`src/hdl/evad_pkg.sv`:
```
`timescale 1ns / 1ps

package evad_pkg;

  localparam int ENERGY_W = 29;
  localparam int SILENCE_W = 8;
  localparam int BYTES_W = 32;
  localparam int CFG_INDEX_W = 2;
  localparam int CFG_DATA_W = 32;

  typedef enum logic [CFG_INDEX_W-1:0] {
    CFG_ENERGY_THRESHOLD   = 2'd0,
    CFG_END_SILENCE_FRAMES = 2'd1,
    CFG_MIN_SPEECH_BYTES   = 2'd2,
    CFG_UNUSED             = 2'd3
  } cfg_index_t;

  localparam logic [ENERGY_W-1:0]  RESET_ENERGY_THRESHOLD   = 29'd23000000;
  localparam logic [SILENCE_W-1:0] RESET_END_SILENCE_FRAMES = 8'd5;
  localparam logic [BYTES_W-1:0]   RESET_MIN_SPEECH_BYTES   = 32'd31000;

  typedef struct packed {
    logic signed [7:0] sample_byte;
    logic              frame_last;
  } in_t;

  typedef struct packed {
    logic [ENERGY_W-1:0] frame_energy;
    logic                speech_frame;
    logic                utterance_end;
    logic                utterance_long_enough;
    logic [BYTES_W-1:0]  speech_byte_total;
  } out_t;

endpackage

```
`src/hdl/energy_voice_activity_detector.sv`:
```
`timescale 1ns / 1ps

// Energy voice activity detector. Signed audio bytes enter one per cycle on the
// in channel while the skid register is empty; each beat is first captured in
// an input register, and from there a single pass of logic squares the byte,
// adds it to the frame energy and, on the last byte of a frame (or its
// FRAME_BYTES-th byte), decides speech or silence, updates the utterance state
// and loads the result register. The sustained rate is one byte per cycle, set
// by that per-byte accumulate and state update, while the skid register is
// empty. A two-entry output (result register plus skid register) lets bytes keep
// flowing while a result waits. Configuration writes take effect at once and
// are expected only while the block is idle; cfg_ready is always high.
module energy_voice_activity_detector
  import evad_pkg::*;
#(
  parameter int FRAME_BYTES = 16384
) (
  input  logic                   clk,
  input  logic                   rst,
  input  logic                   in_valid,
  output logic                   in_ready,
  input  in_t                    in_data,
  output logic                   out_valid,
  input  logic                   out_ready,
  output out_t                   out_data,
  input  logic                   cfg_valid,
  output logic                   cfg_ready,
  input  logic [CFG_INDEX_W-1:0] cfg_index,
  input  logic [CFG_DATA_W-1:0]  cfg_data
);

  localparam int CNT_W = $clog2(FRAME_BYTES + 1);
  localparam logic [CNT_W-1:0] LEN_LIMIT = CNT_W'(FRAME_BYTES);

  // configuration
  logic [ENERGY_W-1:0]  energy_threshold;
  logic [SILENCE_W-1:0] end_silence_frames;
  logic [BYTES_W-1:0]   min_speech_bytes;

  assign cfg_ready = 1'b1;

  always_ff @(posedge clk) begin
    if (rst) begin
      energy_threshold   <= RESET_ENERGY_THRESHOLD;
      end_silence_frames <= RESET_END_SILENCE_FRAMES;
      min_speech_bytes   <= RESET_MIN_SPEECH_BYTES;
    end else if (cfg_valid) begin
      unique case (cfg_index_t'(cfg_index))
        CFG_ENERGY_THRESHOLD:   energy_threshold   <= cfg_data[ENERGY_W-1:0];
        CFG_END_SILENCE_FRAMES: end_silence_frames <= cfg_data[SILENCE_W-1:0];
        CFG_MIN_SPEECH_BYTES:   min_speech_bytes   <= cfg_data[BYTES_W-1:0];
        default: ;
      endcase
    end
  end

  // input register
  logic s1_valid;
  in_t  s1_data;
  logic s1_fire;
  logic skid_valid;

  assign s1_fire  = s1_valid && !skid_valid;
  assign in_ready = !s1_valid || s1_fire;

  always_ff @(posedge clk) begin
    if (rst) begin
      s1_valid <= 1'b0;
    end else if (in_ready) begin
      s1_valid <= in_valid;
    end
  end

  always_ff @(posedge clk) begin
    if (in_ready && in_valid) begin
      s1_data <= in_data;
    end
  end

  // frame and utterance state
  logic [ENERGY_W-1:0]  energy_sum;
  logic [CNT_W-1:0]     frame_byte_count;
  logic                 speech_active;
  logic [SILENCE_W-1:0] silence_phase;
  logic [BYTES_W-1:0]   speech_bytes;

  logic [7:0]           mag;
  logic [15:0]          square;
  logic [ENERGY_W-1:0]  energy;
  logic [CNT_W-1:0]     len;
  logic                 frame_end;
  logic                 is_speech;
  logic [BYTES_W:0]     bytes_sum;
  logic [BYTES_W-1:0]   bytes_sat;
  logic [SILENCE_W:0]   modulus;
  logic [SILENCE_W:0]   phase_inc;
  logic                 phase_wrap;
  logic [SILENCE_W-1:0] phase_new;
  logic                 ended;
  logic                 long_enough;
  out_t                 result;

  always_comb begin
    mag       = s1_data.sample_byte[7] ? 8'(-s1_data.sample_byte) : s1_data.sample_byte;
    square    = 16'(mag) * 16'(mag);
    energy    = energy_sum + ENERGY_W'(square);
    len       = frame_byte_count + CNT_W'(1);
    frame_end = s1_data.frame_last || (len >= LEN_LIMIT);
    is_speech = energy > energy_threshold;

    bytes_sum = {1'b0, speech_bytes} + (BYTES_W + 1)'(len);
    bytes_sat = bytes_sum[BYTES_W] ? {BYTES_W{1'b1}} : bytes_sum[BYTES_W-1:0];

    // a modulus of zero means a full 256-frame cycle
    modulus    = (end_silence_frames == '0) ? (SILENCE_W + 1)'(1 << SILENCE_W)
                                            : {1'b0, end_silence_frames};
    phase_inc  = {1'b0, silence_phase} + (SILENCE_W + 1)'(1);
    phase_wrap = phase_inc >= modulus;
    phase_new  = phase_wrap ? '0 : phase_inc[SILENCE_W-1:0];

    ended       = !is_speech && phase_wrap && speech_active;
    long_enough = ended && (speech_bytes >= min_speech_bytes);

    result.frame_energy          = energy;
    result.speech_frame          = is_speech;
    result.utterance_end         = ended;
    result.utterance_long_enough = long_enough;
    result.speech_byte_total     = is_speech ? bytes_sat : speech_bytes;
  end

  always_ff @(posedge clk) begin
    if (rst) begin
      energy_sum       <= '0;
      frame_byte_count <= '0;
      speech_active    <= 1'b0;
      silence_phase    <= '0;
      speech_bytes     <= '0;
    end else if (s1_fire) begin
      if (!frame_end) begin
        energy_sum       <= energy;
        frame_byte_count <= len;
      end else begin
        energy_sum       <= '0;
        frame_byte_count <= '0;
        if (is_speech) begin
          speech_active <= 1'b1;
          speech_bytes  <= bytes_sat;
        end else if (ended) begin
          speech_active <= 1'b0;
          speech_bytes  <= '0;
          silence_phase <= '0;
        end else begin
          silence_phase <= phase_new;
        end
      end
    end
  end

  // result register with skid stage
  logic produce;
  logic out_take;
  out_t skid_data;

  assign produce  = s1_fire && frame_end;
  assign out_take = out_valid && out_ready;

  always_ff @(posedge clk) begin
    if (rst) begin
      out_valid  <= 1'b0;
      skid_valid <= 1'b0;
    end else begin
      if (skid_valid) begin
        if (out_take) begin
          skid_valid <= 1'b0;
        end
      end else if (produce) begin
        if (!out_valid || out_take) begin
          out_valid <= 1'b1;
        end else begin
          skid_valid <= 1'b1;
        end
      end else if (out_take) begin
        out_valid <= 1'b0;
      end
    end
  end

  always_ff @(posedge clk) begin
    if (skid_valid) begin
      if (out_take) begin
        out_data <= skid_data;
      end
    end else if (produce) begin
      if (!out_valid || out_take) begin
        out_data <= result;
      end else begin
        skid_data <= result;
      end
    end
  end

endmodule

```
`config.mk`:
```
export PLATFORM = sky130hd
export DESIGN_NAME = energy_voice_activity_detector
export DESIGN_NICKNAME = d
export VERILOG_FILES = /design/src/hdl/evad_pkg.sv /design/src/hdl/energy_voice_activity_detector.sv
export SDC_FILE = /design/constraint.sdc
export NUM_CORES = 1
export LEC_CHECK = 0
export ABC_AREA = 1
export BUFFER_PORTS_ARGS = -buffer_cell sky130_fd_sc_hd__buf_2
export CORE_UTILIZATION = 35
export CTS_CLUSTER_SIZE = 28
export DETAILED_ROUTE_END_ITERATION = 10
export PLACE_DENSITY = 0.51
export SYNTH_ARGS = -nofsm -noshare
export SYNTH_HDL_FRONTEND = slang
export SYNTH_SLANG_ARGS = --single-unit
```
`constraint.sdc`:
```
create_clock -name clk -period 9.4 [get_ports clk]
set_input_delay 1.41 -clock clk [delete_from_list [all_inputs] [get_ports clk]]
set_output_delay 1.41 -clock clk [all_outputs]
set_load 0.05 [all_outputs]
```
---- After elaboration in Yosys (flattened, before gate mapping) ----
Index checks and enable logic that the tools add are counted.
word-level totals
  flip-flop bits (word level) ............. 294
  input bits .............................. 48
  output and inout port bits .............. 67
  logic and storage cells ................. 91
cells by class
  add/sub/neg operators ................... 5
  multiply operators ...................... 1
  magnitude comparators ................... 4
  equality and inequality tests ........... 4
  mux-type cells .......................... 23
  bitwise operators ....................... 3
  reduce and logical (&&, ||, !) cells .... 28
operators with widths
  cell                                                                      number
  64-bit 2-to-1 mux                                                         4
  32-bit 2-to-1 mux                                                         4
  32-bit by 15-bit adder with 33-bit output                                 1
  32-bit greater-or-equal comparator                                        1
  29-bit by 16-bit adder with 29-bit output                                 1
  29-bit > comparator                                                       1
  29-bit 2-to-1 mux                                                         1
  8-bit 2-to-1 mux                                                          3
  8-bit by 8-bit multiplier with 16-bit output                              1
  15-bit by 1-bit adder with 15-bit output (second input constant)          1
  15-bit greater-or-equal comparator (second input constant)                1
  15-bit 2-to-1 mux                                                         1
  3-bit AND reduction                                                       5
  8-bit by 1-bit adder with 9-bit output (second input constant)            1
  9-bit greater-or-equal comparator                                         1
  1-bit 2-to-1 mux                                                          9
  9-bit 2-to-1 mux                                                          1
  8-bit zero test                                                           1
  8-bit negator                                                             1
  2-bit nonzero test                                                        4
  1-bit logical AND                                                         7
  2-bit AND reduction                                                       3
  1-bit zero test                                                           4
  2-bit by 1-bit inequality test with 1-bit output (second input constant)  2
  5 further kinds                                                           9

---- Longest topological paths before layout ----
  word-level depth ........................ 12
  depth in mapped cells ................... 43
  mapped depth without buffers ............ 43

---- Worst setup path after synthesis ----
OpenSTA, ideal clock, no wires.
  path kind ............................... register to register
  start point ............................. register s1_data[1] (netlist name)
  end point ............................... register out_data[28] (netlist name), data pin
  setup time .............................. 0.131 ns
  data arrival time ....................... 6.352 ns
  required time ........................... 9.269 ns
  path slack .............................. 2.917 ns
  cell stages (with the launch flop) ...... 41
  path buffers ............................ 2
  clock period less this slack ............ 6.483 ns
  path through ............................ edfxtp_1 inv_1 ha_1 inv_1 nor3_1 nand3_1 nand2_1 nand2_1 nand2_1 inv_1 nor2_1 inv_1 fa_1 inv_1 fa_1 fa_1 inv_1 fa_1 [5 not listed] nand2_1 nand3b_1 nand3b_1 nand2_1 inv_1 ha_1 nand2_1 nor2_1 nand4_1 nor2_1 nand2_1 a21oi_2 buf_2 buf_4 nand2_1 nand2_1 nand2_1 nand2_1
RTL lines
  what                    RTL line                               source
  start, declared         energy_voice_activity_detector.sv:59   in_t s1_data;
  start signal, assigned  energy_voice_activity_detector.sv:76   s1_data <= in_data;
  end signal, assigned    energy_voice_activity_detector.sv:191  out_data <= skid_data;
  end signal, assigned    energy_voice_activity_detector.sv:195  out_data <= result;
  end, declared           energy_voice_activity_detector.sv:25   output out_t out_data,

==> results.md <==
- Cell mode on critical path: nand2_1
- Avg WL per Cell: 16.99 microns
- Detailed Route WL: between 50000 and 60000 microns
- Fin. max-slew vios: 0
- Root Buffer Master: clkbuf_16
- Placed Instances: slightly above 3000
- Number of global-route vias before repair: between 10000 and 15000
- MaxCap Viol Count: 0
- Combinational power share: 30.2%
- Core ar.: around 0.050 sq mm
- Synth Flop Type: dfxtp_1
- Final HPWL DP: 38910 microns
- 1st-pass router iterations: 6
- Worst slew pin tran: 984.2 ps
- GRT Overall Usage: roughly 21%
- Finished Cell Area: 0.02018 sq mm
- Initial detailed-routing violation count: 1090
- Post-synth EDFFs: about 140
- CTS tree: yes
- Power Total: 4127 uW
- Share of layout cells above drive strength 1: under 10%
- Initial antenna violation count: 0
- Sequential share of the synthesized area: 40.81%
- Clock Sink Count: between 200 and 300
- CTS Buf Count: 36
- Setup TNS: 0 ps
- Seq pwr share: around 36%
- CP arrival: 8370 ps
- CP max stage cell: a21oi_4
- Slowest stage delay, CP: roughly 570 ps
- Fin. Hold Viols: 0
- Leak: between 0.009 and 0.01 uW
- Fraction of registers with async set/reset: 0%
- Yosys cell types: 40
- Crit Path Max Fanout: 30
- Status: completed
- Post-CTS Hold Buffers: 0
- Vias: 15029
- DRC errors left: 0
- Antenna diodes: 0
- Grt total ovfl: 0
- Register bit total from synthesis: slightly below 300
- Pre-CTS setup slack: 1273 ps
- Non-Filler Instances: slightly above 3000
- Post_cts resized: 0
- Die extent in x: roughly 230 microns
- Gp weighted congestion: around 0.91
- Worst path bufs/invs: 6
- CP top delay family: adder cells
- Worst skew pair latency: ~570 ps
- Die height: between 200 and 250 microns
- Worst path required time: between 9000 and 10000 ps
- Top-level port count: ~120
- YS warnings: 0
- Largest net degree at the start of global routing: 80
- Sw Share: a little over a third
- Area growth syn-to-layout: 13.52%
- Setup ws final: roughly 1300 ps
- Row count: 82
- RSZ-0062 raised after global routing: no
- CP startpoint kind: flop
- Clk_skew: 29.46 ps
- Internal power of the cells: around 2700 uW
- PwrDens: a little over 200 mW/mm^2
- Starting Density: 35.44%
- Vias/cell: between 4 and 5
- Max_slew headroom: about a third
- Max clock buf depth: 3
- Crit path kind: flop to flop
- Routed Antenna Nets: 0
- Post-CTS Setup Inserts: 0
- Syn Inst Count: 2301
- Mean Syn Cell Area: approximately 7.7 sq um
- Fin crit period: between 8000 and 9000 ps
- Final setup fails: 0
- Clk pwr share: between 30% and 40%
- Post-synthesis cell area: between 0.015 and 0.02 sq mm
- First-pass GRT wire length: about 80000 microns
- CTS H-tree depth: 2
- Tcrit/Tclk final: 85.85%
- Switch Pwr: roughly 1500 uW
- Fin nets: about 2600
- Die area: 0.05171 sq mm
- Hold Crit Class: flop to flop
- Placed Area: about 0.019 sq mm
- Highest clock rate: 123.9 MHz
- CP Capture Type: flop
- Clk slew on worst S/H paths: approximately 50 ps
- Max VDD drop: 0.1500 mV
- Port-buffer cells: 113
[layout make-up]
class                      count  area [sq um]
clock buffer                  42         933.4
clock inverter                24         247.7
fill                        5214         29990
inverter                     330          1239
multi-input combinational   1604          8987
sequential                   294          7258
tap                          672         840.8
timing repair buffer         128         678.2
[per-layer routing]
layer / part of all wire (%) / GRT usage (%) / vias to the layer above
li1: - / - / 7615
met1: 46 / 27.91 / 6985
met2: 47 / 34.36 / 358
met3: 5.0 / 2.685 / 71
met4: 2.5 / 6.452 / 0
met5: 0 / 0 / -
[stage by stage]
step	util (%)	hold WS, ps
6_report	40.23	461.0
5_1_grt	40.23	481.7
4_1_cts	40.23	455.6
3_5_place_dp	37.88	447.6
3_3_place_gp	37.88	439.8
2_1_floorplan	-	432.2
[cell usage after synthesis, types with 4 or more instances]
master    instances  area (sq um)
xnor2_1          13         113.9
nor3_1           18         90.09
ha_1            130          1627
clkbuf_1         46         172.7
buf_2            19         95.09
xor2_1           37         324.1
dfxtp_1         157          3143
a31oi_1          14         87.58
edfxtp_1        137          4114
buf_1             5         18.77
nand3_1         153         765.7
nand4_1          24         150.1
fa_1             41         820.8
nor2_1          155         581.8
o21ai_0          87         435.4
and2_1            4         25.02
or2_2             7         43.79
nand2_1         691          2594
buf_4             6         45.04
a21o_1            4         30.03
nand3b_1          8         60.06
o211ai_1         24         180.2
a21oi_1         169         845.8
inv_1           327          1227
[cell families (layout without fill, tap and decap cells)]
logic type / Yosys count / in the layout / synth area share [%]
compound gates: 307 / 307 / 9.303
xor+xnor: 50 / 50 / 2.463
fa+ha+maj: 171 / 171 / 13.76
buf+inv: 408 / 524 / 8.958
flops: 294 / 294 / 40.81
other cells: 2 / 7 / 0.04224
simple gates: 1069 / 1069 / 24.66
[tightest hold or removal path, delay by kind of cell (launching register included)]
family,cells,cell delay [ps]
flip-flops,1,320
AND/OR/NAND/NOR,2,90
[placed cells by master, fill, tap and decap left out, drive strengths merged, types with 8 or more instances in the layout]
cell type,Yosys,routed
clkbuf,46,42
nor3,19,19
o211ai,24,24
inv,328,330
nor2,156,156
edfxtp,137,137
fa,41,41
a21oi,171,171
nand3b,8,8
buf,32,128
xor2,37,37
o21ai,88,88
clkinv,2,18
nand4,24,24
a31oi,14,14
nand3,153,153
dfxtp,157,157
ha,130,130
xnor2,13,13
nand2,691,691
[sequential cells by signal, indices dropped and copies added, names as in the netlist, 8 cells and up]
register            count
end_silence_frames      8
energy_sum             29
energy_threshold       29
frame_byte_count       15
min_speech_bytes       32
out_data               64
s1_data                 9
silence_phase           8
skid_data              64
speech_bytes           32
[power groups by stage]
stage          Sequential (uW)  Combinational, uW  Clock [uW]
3_3_place_gp              1500               1260           0
2_1_floorplan             1560                834           0
5_1_grt                   1480               1450        1490
6_report                  1470               1250        1410
3_5_place_dp              1500               1260           0
4_1_cts                   1470               1270        1440
[path summary, 6_finish.rpt]
path                                      startpoint                    to  slack, ps  depth (start not counted)
worst max-delay path                      s1_data[1]           out_data[0]       1330                         36
worst min-delay path            frame_byte_count[14]  frame_byte_count[14]        460                          2
worst max register to register            s1_data[1]           out_data[0]       1330                         36
worst min register to register  frame_byte_count[14]  frame_byte_count[14]        460                          2
Power figures use the tool's default switching activity.
